==> config.mk <==
export PLATFORM = sky130hd
export DESIGN_NAME = psu_front_flat
export DESIGN_NICKNAME = d
export VERILOG_FILES = /design/src/sv/psu_pkg.sv /design/src/sv/psu_if.sv /design/src/sv/psu_front.sv /design/src/flat_wrapper.sv
export SDC_FILE = /design/constraint.sdc
export NUM_CORES = 1
export LEC_CHECK = 0
export BUFFER_PORTS_ARGS = -buffer_cell sky130_fd_sc_hd__buf_4
export CORE_MARGIN = 2
export CORE_UTILIZATION = 45
export DETAILED_ROUTE_END_ITERATION = 8
export HOLD_SLACK_MARGIN = 0.1
export PLACE_DENSITY_LB_ADDON = 0.05
export SLEW_MARGIN = 15
export SYNTH_ARGS = -nofsm -noshare
export SYNTH_HDL_FRONTEND = slang
export SYNTH_SLANG_ARGS = --single-unit
==> constraint.sdc <==
create_clock -name clk -period 4.6 [get_ports clk]
set_clock_uncertainty 0.15 [all_clocks]
set_input_delay 0.23 -clock clk [delete_from_list [all_inputs] [get_ports clk]]
set_output_delay 0.23 -clock clk [all_outputs]
set_load 0.005 [all_outputs]
==> src/sv/psu_pkg.sv <==
// ----------------------------------------------------------------------------
// psu_pkg: shared types, constants and helper functions
// Row width limits, filter codes, the front-to-back command word, the
// register clamps and the Paeth predictor.
// ----------------------------------------------------------------------------
`default_nettype none

package psu_pkg;

  localparam int MAX_ROW_BYTES = 16384;
  localparam int IDX_W         = $clog2(MAX_ROW_BYTES);
  localparam int COL_W         = $clog2(MAX_ROW_BYTES + 1);
  localparam int BPP_W         = 3;
  localparam int RB_W          = 15;
  localparam int MAX_BPP       = 4;
  localparam int SEL_W         = $clog2(MAX_BPP);
  localparam int LEFT_W        = 8 * MAX_BPP;
  localparam int QUEUE_DEPTH   = 2;
  localparam int QPTR_W        = $clog2(QUEUE_DEPTH);
  localparam int QCNT_W        = $clog2(QUEUE_DEPTH + 1);

  typedef enum logic [2:0] {
    FILT_NONE  = 3'd0,
    FILT_SUB   = 3'd1,
    FILT_UP    = 3'd2,
    FILT_AVG   = 3'd3,
    FILT_PAETH = 3'd4
  } filt_t;

  localparam logic [7:0] FILT_MAX_CODE = 8'd4;

  typedef enum logic {
    CFG_BPP       = 1'b0,
    CFG_ROW_BYTES = 1'b1
  } cfg_idx_t;

  typedef struct packed {
    logic             bad;
    logic             last;
    logic             row_start;
    logic             first_row;
    filt_t            filt;
    logic [IDX_W-1:0] idx;
    logic [7:0]       data;
    logic [7:0]       up;
  } cmd_t;

  // bytes_per_pixel -> left tap select (bpp - 1), clamped to 1..MAX_BPP
  function automatic logic [SEL_W-1:0] bpp_sel(input logic [BPP_W-1:0] bpp);
    logic [SEL_W-1:0] sel;
    if (bpp == '0) begin
      sel = '0;
    end else if (bpp > BPP_W'(MAX_BPP)) begin
      sel = SEL_W'(MAX_BPP - 1);
    end else begin
      sel = SEL_W'(bpp - BPP_W'(1));
    end
    return sel;
  endfunction

  function automatic logic [COL_W-1:0] rb_clamp(input logic [RB_W-1:0] rb);
    logic [COL_W-1:0] v;
    if (rb == '0) begin
      v = COL_W'(1);
    end else if (COL_W'(rb) > COL_W'(MAX_ROW_BYTES)) begin
      v = COL_W'(MAX_ROW_BYTES);
    end else begin
      v = COL_W'(rb);
    end
    return v;
  endfunction

  function automatic logic [7:0] paeth(input logic [7:0] a, input logic [7:0] b,
                                       input logic [7:0] c);
    logic signed [10:0] sa, sb, sc, da, db, dc;
    logic [7:0] pick;
    sa = $signed({3'b000, a});
    sb = $signed({3'b000, b});
    sc = $signed({3'b000, c});
    da = sb - sc;
    db = sa - sc;
    dc = sa + sb - sc - sc;
    if (da < 0) da = -da;
    if (db < 0) db = -db;
    if (dc < 0) dc = -dc;
    if (da <= db && da <= dc) begin
      pick = a;
    end else if (db <= dc) begin
      pick = b;
    end else begin
      pick = c;
    end
    return pick;
  endfunction

endpackage

`default_nettype wire

==> src/sv/psu_if.sv <==
// ----------------------------------------------------------------------------
// psu_if: valid/ready channels of the unfilter
// Stream input channel and reconstructed byte output channel.
// ----------------------------------------------------------------------------
`default_nettype none

interface psu_in_if;
  logic       valid;
  logic       ready;
  logic [7:0] byte_value;
  logic       start_of_image;

  modport source(output valid, output byte_value, output start_of_image, input ready);
  modport sink(input valid, input byte_value, input start_of_image, output ready);
endinterface


`default_nettype wire

==> src/sv/psu_front.sv <==
// ----------------------------------------------------------------------------
// psu_front: stream parser
// Tracks row position, filter code, first row and error; issues the up-byte
// read and hands one command per result to the queue.
// ----------------------------------------------------------------------------
`default_nettype none

module psu_front import psu_pkg::*; (
  input  logic             clk,
  input  logic             rst_n,
  psu_in_if.sink           in_ch,
  input  logic [RB_W-1:0]  row_bytes,
  output logic             rd_en,
  output logic [IDX_W-1:0] rd_addr,
  input  logic [7:0]       rd_data,
  output logic [IDX_W-1:0] probe_idx,
  input  logic             probe_hit,
  input  logic             q_full,
  output logic             push,
  output cmd_t             push_cmd
);

  logic [COL_W-1:0] col_r, col_nxt;
  filt_t            filt_r, filt_nxt;
  logic             first_r, first_nxt;
  logic             err_r, err_nxt;
  logic             f1_v_r, f1_v_nxt;
  cmd_t             f1_cmd_r, f1_cmd_nxt;

  logic [COL_W-1:0] col_dec;
  logic [COL_W-1:0] rb_c;
  logic             f1_hit;
  logic             hazard;
  logic             acc;
  logic             load;
  logic             last;

  assign col_dec   = col_r - COL_W'(1);
  assign rd_addr   = col_dec[IDX_W-1:0];
  assign probe_idx = rd_addr;
  assign rb_c      = rb_clamp(row_bytes);

  // hold a data byte whose up byte is still being rebuilt downstream
  assign f1_hit = f1_v_r && !f1_cmd_r.bad && (f1_cmd_r.idx == rd_addr);
  assign hazard = (col_r != '0) && !err_r && !first_r && (f1_hit || probe_hit);

  assign push        = f1_v_r && !q_full;
  assign in_ch.ready = (!f1_v_r || !q_full) && !hazard;
  assign acc         = in_ch.valid && in_ch.ready;
  assign rd_en       = acc;

  always_comb begin
    push_cmd    = f1_cmd_r;
    push_cmd.up = f1_cmd_r.first_row ? 8'd0 : rd_data;
  end

  always_comb begin
    col_nxt   = col_r;
    filt_nxt  = filt_r;
    first_nxt = first_r;
    err_nxt   = err_r;
    load      = 1'b0;
    last      = 1'b0;

    f1_cmd_nxt           = f1_cmd_r;
    f1_cmd_nxt.bad       = 1'b0;
    f1_cmd_nxt.last      = 1'b0;
    f1_cmd_nxt.row_start = 1'b0;
    f1_cmd_nxt.first_row = first_r;
    f1_cmd_nxt.filt      = filt_r;
    f1_cmd_nxt.idx       = rd_addr;
    f1_cmd_nxt.data      = in_ch.byte_value;
    f1_cmd_nxt.up        = 8'd0;

    if (acc) begin
      if (in_ch.start_of_image) begin
        col_nxt   = '0;
        first_nxt = 1'b1;
        err_nxt   = 1'b0;
      end
      if (!err_nxt) begin
        if (col_nxt == '0) begin
          if (in_ch.byte_value > FILT_MAX_CODE) begin
            f1_cmd_nxt.bad  = 1'b1;
            f1_cmd_nxt.data = 8'd0;
            load            = 1'b1;
            err_nxt         = 1'b1;
          end else begin
            filt_nxt = filt_t'(in_ch.byte_value[2:0]);
            col_nxt  = COL_W'(1);
          end
        end else begin
          last                 = (col_r >= rb_c);
          load                 = 1'b1;
          f1_cmd_nxt.last      = last;
          f1_cmd_nxt.row_start = (col_r == COL_W'(1));
          if (last) begin
            col_nxt   = '0;
            first_nxt = 1'b0;
          end else begin
            col_nxt = col_r + COL_W'(1);
          end
        end
      end
    end

    if (load) begin
      f1_v_nxt = 1'b1;
    end else if (push) begin
      f1_v_nxt = 1'b0;
    end else begin
      f1_v_nxt = f1_v_r;
    end
  end

  always_ff @(posedge clk) begin
    if (!rst_n) begin
      col_r   <= '0;
      filt_r  <= FILT_NONE;
      first_r <= 1'b1;
      err_r   <= 1'b0;
      f1_v_r  <= 1'b0;
    end else begin
      col_r   <= col_nxt;
      filt_r  <= filt_nxt;
      first_r <= first_nxt;
      err_r   <= err_nxt;
      f1_v_r  <= f1_v_nxt;
    end
  end

  always_ff @(posedge clk) begin
    if (load) begin
      f1_cmd_r <= f1_cmd_nxt;
    end
  end

endmodule

`default_nettype wire

==> src/flat_wrapper.sv <==
// flat-port wrapper written by rule: the top's interface ports become plain ports
module psu_front_flat import psu_pkg::*;
  (clk, rst_n, row_bytes, rd_en, rd_addr, rd_data, probe_idx, probe_hit, q_full, push, push_cmd, in_ch_valid, in_ch_byte_value, in_ch_start_of_image, in_ch_ready);
  psu_in_if in_ch_i ();
  input  logic clk;
  input  logic rst_n;
  input  logic [RB_W-1:0] row_bytes;
  output logic rd_en;
  output logic [IDX_W-1:0] rd_addr;
  input  logic [7:0] rd_data;
  output logic [IDX_W-1:0] probe_idx;
  input  logic probe_hit;
  input  logic q_full;
  output logic push;
  output cmd_t push_cmd;
  input wire logic [$bits(in_ch_i.valid)-1:0] in_ch_valid;
  input wire logic [$bits(in_ch_i.byte_value)-1:0] in_ch_byte_value;
  input wire logic [$bits(in_ch_i.start_of_image)-1:0] in_ch_start_of_image;
  output wire logic [$bits(in_ch_i.ready)-1:0] in_ch_ready;
  assign in_ch_i.valid = in_ch_valid;
  assign in_ch_i.byte_value = in_ch_byte_value;
  assign in_ch_i.start_of_image = in_ch_start_of_image;
  assign in_ch_ready = in_ch_i.ready;
  psu_front u_core (.clk(clk), .rst_n(rst_n), .in_ch(in_ch_i), .row_bytes(row_bytes), .rd_en(rd_en), .rd_addr(rd_addr), .rd_data(rd_data), .probe_idx(probe_idx), .probe_hit(probe_hit), .q_full(q_full), .push(push), .push_cmd(push_cmd));
endmodule
# Yosys cells after proc, flatten, opt, wreduce, memory -nomap -nowiden
# Cells that the tools add are included.
[op_classes] eq_ne=2 magnitude_cmp=3 n_reduce_logical=23 n_bitwise=3 n_addsub=2 multipliers=0 shifts=0 muxes=27 n_div=0
[ops] operator="$mux 15" n=8
[ops] operator="$mux 8" n=5
[ops] operator="$logic_not 15->1" n=2
[ops] operator="$add 15x1->15 const B" n=1
[ops] operator="$eq 15x1->1 const B" n=1
[ops] operator="$ge 15x15->1" n=1
[ops] operator="$gt 15x15->1 const B" n=1
[ops] operator="$reduce_bool 15->1" n=1
[ops] operator="$eq 14x14->1" n=1
[ops] operator="$mux 1" n=14
[ops] operator="$sub 14x1->14 const B" n=1
[ops] operator="$gt 8x3->1 const B" n=1
[ops] operator="$logic_and 1x1->1" n=8
[ops] operator="$logic_not 1->1" n=6
[ops] operator="$reduce_and 4->1" n=1
[ops] operator="$not 1->1" n=3
[ops] operator="$reduce_or 3->1" n=1
[ops] operator="$logic_or 1x1->1" n=2
[ops] operator="$reduce_bool 2->1" n=1
[ops] operator="$reduce_or 2->1" n=1
[word_totals] mem_bits_rw=0 rom_bits=0 latch_bits=0 mem_count=0 register_bits=50

# Longest topological paths before layout
[logic_depth] depth_word=14 depth_mapped=12 ltp_nobuf=12

# Worst setup path after synthesis
# Ideal clock, no wire load.
[synth_timing] path_kind="register to register" start="register u_core.col_r[0]" end="register u_core.f1_cmd_r, in the netlist u_core.push_cmd[10] (enable)" t_required_ns=4.035 path_stages_with_launch=11 arrival_ns=3.550 n_path_buf=1 synth_period_minus_slack_ns=4.115 slack_ns=0.485 cell_sequence="dfxtp_1 > buf_6 > inv_1 > ha_1 > or3b_2 > or4_1 > o211ai_1 > a2111oi_2 > nand4_1 > nand3_1 > nor2_1"
[synth_lines] element="start: declaration" line_no="psu_front.sv:23" text="logic [COL_W-1:0] col_r, col_nxt;"
[synth_lines] element="start signal: assignment" line_no="psu_front.sv:124" text="col_r <= col_nxt;"
[synth_lines] element="end signal: assignment" line_no="psu_front.sv:134" text="f1_cmd_r <= f1_cmd_nxt;"
[synth_lines] element="end: declaration" line_no="psu_front.sv:28" text="cmd_t f1_cmd_r, f1_cmd_nxt;"

# Final worst setup path
[layout_timing] start="register u_core.col_r[0]" end="register u_core.first_r"
[layout_between] elab_chain_len=8 elab_cells_between_ends=18
[layout_rtl] element="$sub 14x1->14" line_no="psu_front.sv:38" text="assign col_dec = col_r - COL_W'(1);"
[layout_rtl] element="$eq 14x14->1" line_no="psu_front.sv:44" text="assign f1_hit = f1_v_r && !f1_cmd_r.bad && (f1_cmd_r.idx == rd_addr);"
[layout_rtl] element="$logic_and 1x1->1" line_no="psu_front.sv:44"
[layout_rtl] element="$logic_or 1x1->1" line_no="psu_front.sv:45" text="assign hazard = (col_r != '0) && !err_r && !first_r && (f1_hit || probe_hit);"
[layout_rtl] element="$logic_and 1x1->1" line_no="psu_front.sv:45"
[layout_rtl] element="$logic_not 1->1" line_no="psu_front.sv:48" text="assign in_ch.ready = (!f1_v_r || !q_full) && !hazard;"
[layout_rtl] element="$logic_and 1x1->1" line_no="psu_front.sv:48"
[layout_rtl] element="$logic_and 1x1->1" line_no="psu_front.sv:49" text="assign acc = in_ch.valid && in_ch.ready;"
[layout_rtl] element="end signal: assignment" line_no="psu_front.sv:126" text="first_r <= first_nxt;"
[layout_rtl] element="end: declaration" line_no="psu_front.sv:25" text="logic first_r, first_nxt;"
# Parallel ways exist; a longest one is shown, timed or not. The select of a mux whose other input is x is not followed.
# A chain may end at the register's enable or synchronous reset.

==> run_results.csv <==
group,metric,value,unit
cts,cts-root-buf,"clkbuf_8",
finish,fill_cells,734,
place,gp_congestion,0.872,
pwr,leakage,1.71,nW
finish,final_layout_size_suffix_gt1_share,27.0,%
yosys,synth-edff-count,29,
finish,seq_area,1290,um2
die,die_area,8910,um2
yosys,yosysWarnings,0,
grt,grt_pass1_vias,3130,
route,wl_per_cell,16.8,um
timing,relSlewSlack,49.3,%
timing,rsz0062_at_grt,"false",
grt,grt_max_degree,29,
finish,multi_input_area,2010,um2
die,die_h,94.4,um
worst_setup_path,end_kind,"register",
yosys,syn_area,3680,um2
worst_setup_path,worst_ep_required_time,4.70,ns
yosys,synthTopCellsByArea,"edfxtp_1 (24%), dfxtp_1 (11%), ha_1 (6.1%), buf_4 (5.7%), nand2_1 (4.4%)",
cts,cts_resized,0,
route,drc,0,
finish,final_nets,540,
cts,cts_setup_buffers,0,
yosys,ys_seq_elements,50,
worst_setup_path,crit_type,"register to register",
pwr,switching_share,24.7,%
die,placementRows,32,
die,die_x,94.4,um
place,port-buffer-count,104,
yosys,synth.most_common_cell,"nand2_1",
pwr,combinationalPowerShare,14.5,%
cts,cts.sink_count,50,
cts,cts_max_level,2,
grt,grt_pass1_wl,15.7,mm
timing,hold_violations,0,
pwr,internal-power,0.677,mW
grt,grt.overflow.total,0,
worst_hold_path,hold_path.class,"primary input to register",
die,ios,105,
yosys,syn-instance-count,409,
timing,setup_viol,0,
yosys,synth_top_cells_by_count,"nand2_1 (43), edfxtp_1 (29), buf_4 (28)",
timing,fin_crit,4.06,ns
yosys,syn_avg_cell_area,8.99,um2
worst_setup_path,start_kind,"register",
pwr,clockPowerShare,30.4,%
yosys,ys_seq_area_share,35.1,%
finish,n_antenna_cell,0,
run,maxCapViolations,0,
die,coreArea,7810,um2
cts,clock_latency,0.31,ns
yosys,synth_top_area_cell,"edfxtp_1",
grt,grt_use_total,22.6,%
route,drt_iter0_drc,156,
worst_setup_path,cp.arrival,4.16,ns
grt,antenna_found_initial,0,
yosys,synth_cell_types,64,
pwr,power.switching,0.222,mW
finish,area_delta_synth_final,22.0,%
cts,cts_buffer_depth,2,
yosys,synthDominantCellAreaShare,23.7,%
pwr,p_seq_share,55.1,%
cts,ctsHoldBuffers,9,
yosys,synth_ff_type,"edfxtp_1",
timing,tightest_slew,0.758,ns
pwr,power_density,200,nW/um2
cts,cts-buffers-inserted,5,
timing,fmax,246,MHz
route,vias,3299,
finish,stdcell_area,4490,um2
pwr,ir_drop,0.000143,V
yosys,syn-num-nets,464,
timing,finalSetupTns,0,ns
route,drt-pass1-iter-count,4,
route,detail_route.vias_per_cell,5.61,
die,start_util,47.1,%
cts,clk_pin_slew_worst_paths,0.10,ns
yosys,async_reset_ff_share,0,%
route,ant_nets,0,
place,hpwl,7.51,mm
timing,min_period_over_period,88.2,%
worst_setup_path,worstPathMaxFanout,11,
cts,cts_tree,"done",
timing,slew_violations,0,
outcome,outcome,"complete, no violations",
place,placed_cell_area,4300,um2
route,routed_wl,9.88,mm
==> critical path, stage by stage, from the launching register on <==
cell	delay, ns
dfxtp_1	0.45
inv_1	0.23
ha_1	0.30
or3b_2	0.53
nor3_1	0.24
o2111ai_1	0.19
a2111oi_2	0.48
and4_1	0.60
nor4_2	0.13
o21ai_1	0.15
dlygate4sd3_1	0.55
==> power groups by stage <==
| stage | registers [mW] | logic [mW] | clock network [mW] |
|---|---|---|---|
| 4_1_cts | 0.496 | 0.131 | 0.280 |
| 5_1_grt | 0.497 | 0.143 | 0.294 |
| 3_3_place_gp | 0.506 | 0.123 | 0 |
| 3_5_place_dp | 0.506 | 0.125 | 0 |
| 2_1_floorplan | 0.506 | 0.0597 | 0 |
| 6_report | 0.496 | 0.130 | 0.273 |
==> flip-flops by register name, summed over array words and instances, names as in the netlist <==
signal,count
u_core.push_cmd,29
u_core.col_r,15
u_core.filt_r,3
u_core.err_r,1
u_core.f1_v_r,1
u_core.first_r,1
==> worst paths after layout <==
path / start / end / slack (ns) / cells past startpoint
worst max-delay path: u_core.col_r[0] / u_core.first_r / 0.54 / 10
worst min-delay path: in_ch_byte_value[4] / u_core.push_cmd[12] / 0.13 / 2
worst max register to register: u_core.col_r[0] / u_core.first_r / 0.54 / 10
worst min register to register: u_core.filt_r[0] / u_core.push_cmd[30] / 0.30 / 0
==> placed cells by master (no fill, tap or decap), drive strengths merged, types with 15 or more instances in the layout <==
| cell type | instances |
|---|---|
| inv | 16 |
| nand3 | 15 |
| o21ai | 19 |
| dfxtp | 21 |
| xnor2 | 17 |
| nand2 | 43 |
| ha | 18 |
| edfxtp | 29 |
| nor3 | 17 |
| buf | 108 |
| nor2 | 22 |
==> kinds of logic (layout without fill, tap and decap cells) <==
logic type / count (synthesis) / in the layout / synth area share [%]
simple gates: 168 / 168 / 25.2
fa+ha+maj: 18 / 18 / 6.12
xor+xnor: 24 / 24 / 6.12
mux: 4 / 4 / 1.09
buf+inv: 64 / 141 / 10.2
flops: 50 / 50 / 35.1
compound gates: 81 / 81 / 16.1
==> metal layers <==
metal  global-route usage, %  vias to the layer above  part of all wire [%]
li1                        -                     1620                     -
met1                    30.6                     1561                    45
met2                    38.0                      112                    49
met3                    3.51                        6                   5.6
met4                    5.80                        0                   1.0
met5                       0                        -                     0
==> stage by stage <==
step / power, mW / hold WS, ns / setup WS (ns) / cells / util [%]
after CTS: 0.906 / 0.123 / 0.565 / 588 / 57.5
after floorplan: 0.566 / 0.219 / 0.485 / 409 / -
after global placement: 0.629 / 0.266 / 0.980 / 571 / 55.1
final: 0.899 / 0.132 / 0.541 / 588 / 57.5
after global routing: 0.934 / 0.129 / 0.225 / 588 / 57.5
after detailed placement: 0.631 / 0.270 / 0.894 / 571 / 55.1
==> layout make-up <==
cell class / count / share of cell area, %
inverters: 16 / 1.34
clock inverters: 2 / 0.279
clock buffers: 6 / 1.84
repair buffers: 117 / 20.1
well taps: 102 / 2.84
flip-flops and latches: 50 / 28.8
multi-input cells: 295 / 44.9
(Power assumes the default switching activity.)
