--- config.mk ---
export PLATFORM = sky130hd
export DESIGN_NAME = psu_queue
export DESIGN_NICKNAME = d
export VERILOG_FILES = /design/src/sv/psu_pkg.sv /design/src/sv/psu_queue.sv
export SDC_FILE = /design/constraint.sdc
export NUM_CORES = 1
export LEC_CHECK = 0
export CORE_UTILIZATION = 62
export CTS_CLUSTER_DIAMETER = 150
export DETAILED_ROUTE_END_ITERATION = 8
export DONT_BUFFER_PORTS = 1
export PLACE_DENSITY = 0.78
export SYNTH_ARGS = -nofsm -noshare
export SYNTH_HDL_FRONTEND = slang
export SYNTH_SLANG_ARGS = --single-unit
--- constraint.sdc ---
create_clock -name clk -period 3.5 [get_ports clk]
set_input_delay 0.175 -clock clk [delete_from_list [all_inputs] [get_ports clk]]
set_output_delay 0.175 -clock clk [all_outputs]
set_load 0.05 [all_outputs]
--- src/sv/psu_pkg.sv ---
// ----------------------------------------------------------------------------
// psu_pkg: shared types, constants and helper functions
// Row width limits, filter codes, the front-to-back command word, the
// register clamps and the Paeth predictor.
// ----------------------------------------------------------------------------
`default_nettype none

package psu_pkg;

  localparam int MAX_ROW_BYTES = 16384;
  localparam int IDX_W         = $clog2(MAX_ROW_BYTES);
  localparam int COL_W         = $clog2(MAX_ROW_BYTES + 1);
  localparam int BPP_W         = 3;
  localparam int RB_W          = 15;
  localparam int MAX_BPP       = 4;
  localparam int SEL_W         = $clog2(MAX_BPP);
  localparam int LEFT_W        = 8 * MAX_BPP;
  localparam int QUEUE_DEPTH   = 2;
  localparam int QPTR_W        = $clog2(QUEUE_DEPTH);
  localparam int QCNT_W        = $clog2(QUEUE_DEPTH + 1);

  typedef enum logic [2:0] {
    FILT_NONE  = 3'd0,
    FILT_SUB   = 3'd1,
    FILT_UP    = 3'd2,
    FILT_AVG   = 3'd3,
    FILT_PAETH = 3'd4
  } filt_t;

  localparam logic [7:0] FILT_MAX_CODE = 8'd4;

  typedef enum logic {
    CFG_BPP       = 1'b0,
    CFG_ROW_BYTES = 1'b1
  } cfg_idx_t;

  typedef struct packed {
    logic             bad;
    logic             last;
    logic             row_start;
    logic             first_row;
    filt_t            filt;
    logic [IDX_W-1:0] idx;
    logic [7:0]       data;
    logic [7:0]       up;
  } cmd_t;

  // bytes_per_pixel -> left tap select (bpp - 1), clamped to 1..MAX_BPP
  function automatic logic [SEL_W-1:0] bpp_sel(input logic [BPP_W-1:0] bpp);
    logic [SEL_W-1:0] sel;
    if (bpp == '0) begin
      sel = '0;
    end else if (bpp > BPP_W'(MAX_BPP)) begin
      sel = SEL_W'(MAX_BPP - 1);
    end else begin
      sel = SEL_W'(bpp - BPP_W'(1));
    end
    return sel;
  endfunction

  function automatic logic [COL_W-1:0] rb_clamp(input logic [RB_W-1:0] rb);
    logic [COL_W-1:0] v;
    if (rb == '0) begin
      v = COL_W'(1);
    end else if (COL_W'(rb) > COL_W'(MAX_ROW_BYTES)) begin
      v = COL_W'(MAX_ROW_BYTES);
    end else begin
      v = COL_W'(rb);
    end
    return v;
  endfunction

  function automatic logic [7:0] paeth(input logic [7:0] a, input logic [7:0] b,
                                       input logic [7:0] c);
    logic signed [10:0] sa, sb, sc, da, db, dc;
    logic [7:0] pick;
    sa = $signed({3'b000, a});
    sb = $signed({3'b000, b});
    sc = $signed({3'b000, c});
    da = sb - sc;
    db = sa - sc;
    dc = sa + sb - sc - sc;
    if (da < 0) da = -da;
    if (db < 0) db = -db;
    if (dc < 0) dc = -dc;
    if (da <= db && da <= dc) begin
      pick = a;
    end else if (db <= dc) begin
      pick = b;
    end else begin
      pick = c;
    end
    return pick;
  endfunction

endpackage

`default_nettype wire

--- src/sv/psu_queue.sv ---
// ----------------------------------------------------------------------------
// psu_queue: command queue between front and back
// Short FIFO; also reports whether any queued data command targets a given
// line buffer address.
// ----------------------------------------------------------------------------
`default_nettype none

module psu_queue import psu_pkg::*; (
  input  logic             clk,
  input  logic             rst_n,
  input  logic             push,
  input  cmd_t             push_cmd,
  output logic             full,
  input  logic             pop,
  output logic             head_v,
  output cmd_t             head,
  input  logic [IDX_W-1:0] probe_idx,
  output logic             probe_hit
);

  cmd_t              ent_r [QUEUE_DEPTH];
  logic [QUEUE_DEPTH-1:0] vld_r, vld_nxt;
  logic [QPTR_W-1:0] wr_ptr_r, rd_ptr_r;
  logic [QCNT_W-1:0] cnt_r;

  assign full   = (cnt_r == QCNT_W'(QUEUE_DEPTH));
  assign head_v = (cnt_r != '0);
  assign head   = ent_r[rd_ptr_r];

  always_comb begin
    probe_hit = 1'b0;
    for (int i = 0; i < QUEUE_DEPTH; i++) begin
      if (vld_r[i] && !ent_r[i].bad && (ent_r[i].idx == probe_idx)) begin
        probe_hit = 1'b1;
      end
    end
  end

  always_comb begin
    vld_nxt = vld_r;
    if (pop) begin
      vld_nxt[rd_ptr_r] = 1'b0;
    end
    if (push) begin
      vld_nxt[wr_ptr_r] = 1'b1;
    end
  end

  always_ff @(posedge clk) begin
    if (!rst_n) begin
      wr_ptr_r <= '0;
      rd_ptr_r <= '0;
      cnt_r    <= '0;
      vld_r    <= '0;
    end else begin
      vld_r <= vld_nxt;
      if (push) begin
        wr_ptr_r <= QPTR_W'((32'(wr_ptr_r) + 1) % QUEUE_DEPTH);
      end
      if (pop) begin
        rd_ptr_r <= QPTR_W'((32'(rd_ptr_r) + 1) % QUEUE_DEPTH);
      end
      if (push && !pop) begin
        cnt_r <= cnt_r + QCNT_W'(1);
      end else if (pop && !push) begin
        cnt_r <= cnt_r - QCNT_W'(1);
      end
    end
  end

  always_ff @(posedge clk) begin
    if (push) begin
      ent_r[wr_ptr_r] <= push_cmd;
    end
  end

  a_no_push_full: assert property (@(posedge clk) disable iff (!rst_n) push |-> !full)
    else $error("queue push while full");
  a_no_pop_empty: assert property (@(posedge clk) disable iff (!rst_n) pop |-> head_v)
    else $error("queue pop while empty");
  a_cnt_vld: assert property (@(posedge clk) disable iff (!rst_n)
      $countones(vld_r) == 32'(cnt_r))
    else $error("queue count and valid bits disagree");

endmodule

`default_nettype wire

### Yosys cells after proc, flatten, opt, wreduce, memory -nomap -nowiden

Memories as Yosys holds them, arrays and structs flattened. A register that Yosys moved wholly into a read port is not among the register bits.
Cells that the tools add are included.

| operators by class | value |
|---|---|
| $lt $le $gt $ge | 4 |
| bitwise operators | 3 |
| eq/ne operators | 3 |
| add/subtract/negate cells | 4 |
| mux-type cells | 14 |
| reductions and logical operators | 14 |

Operators by type and width:

| operator | number |
|---|---|
| 14-bit equality test | 2 |
| 1-bit logical AND | 8 |
| 1-bit two-way mux | 8 |
| 2-bit two-way mux | 4 |
| 1-bit zero test | 4 |
| 1-bit by 2-bit < comparator with 1-bit output (second input constant) | 2 |
| 2-bit nonzero test | 2 |
| 1-bit adder (second input constant) | 2 |
| 2-bit by 1-bit adder with 2-bit output (second input constant) | 1 |
| 2-bit AND | 1 |
| 1-bit demux with 1-bit select | 2 |
| 2-bit equality test (second input constant) | 1 |
| 1-bit >= comparator (second input constant) | 2 |
| 2-bit NOT | 1 |
| 2-bit OR | 1 |
| 2-bit by 1-bit subtractor with 2-bit output (second input constant) | 1 |

| storage, ports and cells | value |
|---|---|
| output and inout port bits | 40 |
| RAM bits | 74 |
| word-level logic and storage cells | 47 |
| flip-flop bits (word level) | 6 |
| memories kept | 1 |
| input bits | 55 |

Memory list:

| memory | words | width | read ports | clocked after memory_dff | wr ports | line | text |
|---|---|---|---|---|---|---|---|
| ent_r | 2 | 37 | 3 | 1 | 1 | psu_queue.sv:21 | `cmd_t ent_r [QUEUE_DEPTH];` |

### Depth between registers and ports, before layout

Gate-level depths: netlist of run 1.

| logic depth | value |
|---|---|
| depth after elaboration | 9 |
| gate-level depth with buffers | 5 |
| gate-level depth less buffers | 5 |

### Worst setup path after synthesis of run 1

No wires, ideal clock.

| timing path | value |
|---|---|
| kind | register to register |
| start | reg wr_ptr_r |
| end | mem ent_r[0][0] (netlist name), enable pin |
| stages on the path, launching flop included | 2 |
| data arrival time | 2.026 ns |
| path buffers | 0 |
| setup slack | 1.035 ns |
| period minus slack after synthesis | 2.465 ns |
| path through | dfxtp_1 > nor2b_1 |

RTL lines:

| item | line | text |
|---|---|---|
| start, declared | psu_queue.sv:23 | `logic [QPTR_W-1:0] wr_ptr_r, rd_ptr_r;` |
| start signal, assigned | psu_queue.sv:58 | `wr_ptr_r <= QPTR_W'((32'(wr_ptr_r) + 1) % QUEUE_DEPTH);` |
| end, declared | psu_queue.sv:21 |  |

No word-level cell before the write port.

==> reports/metrics.yaml, run 1 <==
grt_pass1_wl_um: 8650
ant_nets: 0
ys_ff_latch: 81
clock_skew_ns: 0.0115
end_kind: "output port"
wl_per_cell_um: 20.0
cts_made_buffers: 9
finalSetupViolCount: 0
syn_area_per_cell_sq_um: 17.8
drive_gt1_share_pct: 24.3
crit_type: "reg -> out"
cts-htree-levels: 3
r2r.worst_path.cells: 1
cp_cell_sequence: "xor2_1 > nor4_1 > nand4_1 > o21ai_1"
final_nets: 286
worstHoldStart: "push"
synthToLayoutAreaGrowth_pct: 20.1
timing.rr.end: "ent_r[0][25]$_DFFE_PP_"
post-route-min-period_ns: 2.37
dp_hpwl_um: 3770
cts_setup_buffers: 0
place_inst: 251
startpoint: "ent_r[0][17]$_DFFE_PP_"
drv_slew: 0
p_leak_nw: 1.34
finalCoreUtilization_pct: 77.0
worstSkewPairLatency_ns: 0.35
ys_top_cells_by_area: "edfxtp_1 68%, mux2_2 13%, xor2_1 6.4%"
cp-endpoint: "probe_hit"
cts_tree: "done"
pin_count: 95
synth_area_leader_cell: "edfxtp_1"
tns_ns: 0
hold_viol_final: 0
first_iter_violations: 64
cts.path.max_buffers: 2
final_area_sq_mm: 0.00393
whs_ns: 0.0543
finalPower_mw: 2.15
crit_fanout: 2
fin_crit_sh_pct: 67.6
dpl_cell_area_sq_mm: 0.00335
firstDrtPassIters: 4
rrSetupSlack_ns: 1.91
rows: 26
routabilityCongestion: 0.724
cts-root-buf: "clkbuf_8"
crit_path_max_incr_delay_ns: 0.77
grt_usage_pct: 22.7
arrival_ns: 2.19
syn_inst: 184
grt-ovfl-total: 0
die_w_um: 74.7
slowest_stage: "o21ai_1"
post-place-ws_ns: 1.57
antenna_found_initial: 0
cts.clk_slew.worst_paths_ns: 0.09
slew_headroom_pct: 26.9
r2r_start: "wr_ptr_r$_SDFFE_PN0P_"
ys_seq_area_share_pct: 72.1
peakVddDrop_mv: 0.415
viasPerCell: 5.59
synth_cell_types: 25
final_cell_mix: "74 x edfxtp_1, 38 x dlygate4sd3_1, 37 x mux2_2"
synth_nets: 240
wirelength_um: 6110
cts_sinks: 81
clock.fmax_mhz: 423
initial_utilization_pct: 64.1
syn_area_sq_mm: 0.00327
rsz0062_at_grt: "no"
drc_errors: 0
synth_top_area_share_pct: 67.9
antenna_cells: 0
grt_pass1_vias: 1845
min_path_type: "in -> reg"
status: "completed"
final_cells: 305
core_area_sq_mm: 0.00511
die-area_sq_mm: 0.00558
maxCapViolCount: 0
yosysWarnings: 0
worst_ep_required_time_ns: 3.32
worstMarginPinSlew_ns: 1.09
final_common_cell: "edfxtp_1"
via_count: 1705
io_buffer_count: 0
grt_max_degree: 40
die_y_um: 74.7
worstSetupStartpointType: "register"
worst_slack_ns: 1.13
pwr_density_cell_mw_per_mm2: 546
## worst max-delay path: cells and delay by family (launching register included)
| kind | cells | cell delay [ns] |
|---|---|---|
| flip-flops | 1 | 0.42 |
| AO/OA/AOI/OAI | 1 | 0.77 |
| AND/OR/NAND/NOR | 2 | 0.47 |
| XOR/XNOR | 1 | 0.18 |
## cell type report
cell class	count	area, sq um
clock buffer	9	124
inverter	1	3.75
tap	70	87.6
sequential	81	2360
fill	301	1170
clock inverter	7	77.6
timing repair buffer	39	388
multi-input combinational	98	890
## timing repair
| action | 4_1_cts | 5_1_grt |
|---|---|---|
| hold buffers | 38 | 0 |
| hold endpoints to repair | 81 | 0 |
| resized for setup | 0 | 0 |
## power breakdown
part | internal (mW) | switching (mW) | leakage (nW) | total (mW)
combinational | 0.0977 | 0.230 | 0.486 | 0.327
clock | 0.337 | 0.340 | 0.101 | 0.677
sequential | 1.11 | 0.0280 | 0.753 | 1.14
total | 1.55 | 0.598 | 1.34 | 2.15
## cell families (layout without fill, tap and decap cells)
family                   count (synthesis)  in the layout  synth area share, %
buffers and inverters                    5             56                0.955
adder cells (fa/ha/maj)                  1              1                0.382
XOR/XNOR                                30             30                 8.02
multiplexers                            37             37                 12.7
AND/OR/NAND/NOR                         21             21                 3.94
AO/OA/AOI/OAI                            9              9                 1.83
flip-flops                              81             81                 72.1
## metal layers
| metal | track usage (%) | part of all wire, % | vias to the layer above |
|---|---|---|---|
| met3 | 9.10 | 8.6 | 8 |
| met5 | 0 | 0 | - |
| li1 | - | - | 791 |
| met4 | 10.5 | 1.5 | 0 |
| met1 | 24.2 | 38 | 828 |
| met2 | 39.5 | 52 | 78 |
## cell usage after synthesis
cell type   n
xnor2_1     6
o21ai_0     1
nand4_1     3
a21boi_0    3
edfxtp_1   74
or3_1       1
buf_4       3
nand2b_1    2
o21a_1      2
mux2_2     37
and2_1      2
dfxtp_1     7
ha_1        1
nor2b_1     4
inv_1       1
a21boi_1    1
xor2_1     24
nor4_1      5
nand2_1     1
a21oi_1     1
nor3b_1     1
o21ai_1     1
or2_2       1
nor3_1      1
buf_2       1
## worst min-delay path by stage
stage                             endpoint  slack [ns]  cells past startpoint
detailed placement  ent_r[0][14]$_DFFE_PP_        0.27                      0
floorplan            ent_r[0][0]$_DFFE_PP_        0.27                      0
global placement    ent_r[0][32]$_DFFE_PP_        0.27                      0
CTS                  wr_ptr_r$_SDFFE_PN0P_        0.04                      2
global route         wr_ptr_r$_SDFFE_PN0P_        0.05                      2
finish               wr_ptr_r$_SDFFE_PN0P_        0.05                      2
## state kept, by name, summed over array words and instances (netlist names), named ones only
| name | flops |
|---|---|
| wr_ptr_r | 1 |
| cnt_r | 2 |
| vld_r | 2 |
| ent_r | 74 |
| rd_ptr_r | 1 |
Note: power is estimated with default switching activity, not from simulation.
==> inputs of run 2 (changes only) <==
Settings changed: ABC_AREA from default to 1, CORE_UTILIZATION 62 to 63, PLACE_DENSITY 0.78 to 0.79.
Clock period 3.5 ns to 2.4 ns, I/O delays scaled along.
==> run 2 against run 1 <==
Net effect: cell count up 47%; clock skew down 0.0026 ns; hold slack worse by 0.0020 ns; first-iteration DRC count up 77%; count of clock-buffer cells in the layout up 1; routed wire length up 17%; flip-flop and latch count unchanged; global-route usage up 3.4 points; sequential share of layout area down 5.6 points; clock power up 58%; synthesized area up 9.6%; final area up 10%; critical endpoint is now head[10].
==> reports/metrics.yaml, run 2 <==
grt_pass1_wl_um: 11600  # +34%
worstSetupStartpointType: "register"
largest_reg_flops: 74  # unchanged
synth_edf_count: 74  # unchanged
dp_hpwl_um: 4330  # +15%
cts_made_buffers: 9  # unchanged
ys_top_cells_by_area: "edfxtp_1 62%, nand2_1 11%, mux2_4 9.2%"
regMostFlops: "ent_r"
synth.most_common_cell: "nand2_1"
syn_area_sq_mm: 0.00359  # +9.6%
cts_sinks: 81  # unchanged
clock_skew_ns: 0.00889  # -0.00262 ns
io_buffer_count: 0  # unchanged
die_y_um: 77.5  # +3.8%
async_flop_share_pct: 0  # unchanged
first_iter_violations: 113  # +77%
status: "completed"
ys_top_cells_by_count: "102 x nand2_1, 74 x edfxtp_1, 48 x inv_1"
drive_gt1_share_pct: 12.3  # -12 points
drc_errors: 0  # unchanged
crit_type: "reg -> out"
rsz0062_at_grt: "no"
die-area_sq_mm: 0.00600  # +7.7%
end_kind: "output port"
hold_viol_final: 0  # unchanged
ant_nets: 0  # unchanged
drv_slew: 0  # unchanged
final_cell_mix: "102 x nand2_1, 74 x edfxtp_1, 48 x inv_1"
antenna_found_initial: 0  # unchanged
synthToLayoutAreaGrowth_pct: 21.0
wirelength_um: 7130  # +17%
syn_area_per_cell_sq_um: 11.3  # -36%
cts.path.max_buffers: 2  # unchanged
slew_headroom_pct: 33.9  # +7.0 points
synth_nets: 373  # +55%
arrival_ns: 2.04  # -0.15 ns
cts_tree: "done"
finalCoreUtilization_pct: 78.9  # +1.9 points
post-route-min-period_ns: 2.16
viasPerCell: 5.13  # -8.2%
cts_resized: 0  # unchanged
grt_pass1_vias: 2433  # +32%
synth_top_area_share_pct: 61.9  # -6.0 points
syn_inst: 317  # +72%
fin_crit_sh_pct: 90.1
tns_ns: 0  # unchanged
p_leak_nw: 1.84  # +37%
min_path_type: "in -> reg"
maxCapViolCount: 0  # unchanged
dominantRegCellSynth: "edfxtp_1"
post-place-ws_ns: 0.618  # -0.948 ns
worst_slack_ns: 0.237  # -0.897 ns
die_w_um: 77.5  # +3.8%
wl_per_cell_um: 16.0  # -20%
finalSetupViolCount: 0  # unchanged
final_nets: 426  # +49%
ys_ff_latch: 81  # unchanged
worstSkewPairLatency_ns: 0.34  # about the same
cts.clk_slew.worst_paths_ns: 0.08  # about the same
yosysWarnings: 0  # unchanged
cts-root-buf: "clkbuf_8"
grt_usage_pct: 26.1  # +3.4 points
clock.fmax_mhz: 462
cts-htree-levels: 3  # unchanged
final_common_cell: "nand2_1"
via_count: 2294  # +35%
synth_area_leader_cell: "edfxtp_1"
core_area_sq_mm: 0.00551  # +7.8%
peakVddDrop_mv: 0.624  # +50%
top_regs: "ent_r (74), cnt_r (2), vld_r (2)"
routabilityCongestion: 0.839  # +16%
synth_cell_types: 17  # -32%
pwr_density_cell_mw_per_mm2: 759  # +39%
crit_fanout: 42  # +40
grt-ovfl-total: 0  # unchanged
antenna_cells: 0  # unchanged
worst_ep_required_time_ns: 2.28  # -1.04 ns
firstDrtPassIters: 4  # unchanged
ys_seq_area_share_pct: 65.8  # -6.3 points
worstMarginPinSlew_ns: 0.985  # -0.110 ns
pin_count: 95  # unchanged
rows: 27  # +3.8%
initial_utilization_pct: 65.2  # +1.1 points
grt_max_degree: 43  # +7.5%
==> run 2: changes by cell type after synthesis, moves of 5 or more <==
cell	change
nand2_1	+101
a21oi_1	+5
nor4_1	-5
mux2_2	-36
inv_1	+47
o21ai_0	+15
nor2_1	+27
xor2_1	-24
mux2_4	+22
==> run 2: cells by family after synthesis <==
group,synth area share [%]
AOI/OAI and AO/OA,3.21
xor gates and xnor gates,0.488
adders and majority gates,0.348
buffers and inverters,6.55
DFF,65.8
muxes,9.52
and+or+nand+nor,14.1
==> run 2: path summary, 6_finish.rpt <==
check / startpoint / end / slack [ns] / depth (start not counted)
hold reg to reg: vld_r[0]$_SDFF_PN0_ / vld_r[0]$_SDFF_PN0_ / 0.48 / 2
hold / removal: push / cnt_r[0]$_SDFFE_PN0P_ / 0.05 / 2
setup reg to reg: rd_ptr_r$_SDFFE_PN0P_ / register / 0.62 / 5
setup / recovery: register / head[10] / 0.24 / 2
==> run 2: cell type report <==
type / count / area, sq um
Clock buffer: 10 / 128
Clock inverter: 6 / 91.3
Fill cell: 314 / 1160
Inverter: 48 / 180
Multi-Input combinational cell: 182 / 1000
Sequential cell: 81 / 2360
Tap cell: 72 / 90.1
Timing Repair Buffer: 48 / 490
==> run 2: stage by stage <==
step	area (sq um)	std cells	total power, mW	hold WS, ns
floorplan	3590	317	2.12	0.219
global placement	3700	389	2.17	0.219
detailed placement	3700	389	2.18	0.219
CTS	4340	447	3.29	0.0157
global route	4340	447	3.41	0.0636
finish	4340	447	3.30	0.0523
==> run 2: metal layers <==
layer | GRT usage, % | up-vias | wire (um)
met4 | 10.0 | 0 | 115
met3 | 10.5 | 10 | 688
met2 | 43.5 | 93 | 3600
li1 | - | 1135 | -
met1 | 30.3 | 1056 | 2730
met5 | 0 | - | 0
==> run 2: report_power, final <==
group	leakage [nW]	switching (mW)	internal, mW
clock	0.0991	0.484	0.590
sequential	0.753	0.0490	1.62
combinational	0.986	0.381	0.169
==> run 2: worst max-delay path: stages (launching register included) <==
cell and delay (ns):
dfxtp_2 0.95, buf_4 0.33, mux2_4 0.41
==> run 2: what timing repair did <==
item	CTS	global route
buffers inserted	0	0
hold buffers	42	0
endpoints found under the hold margin	81	0
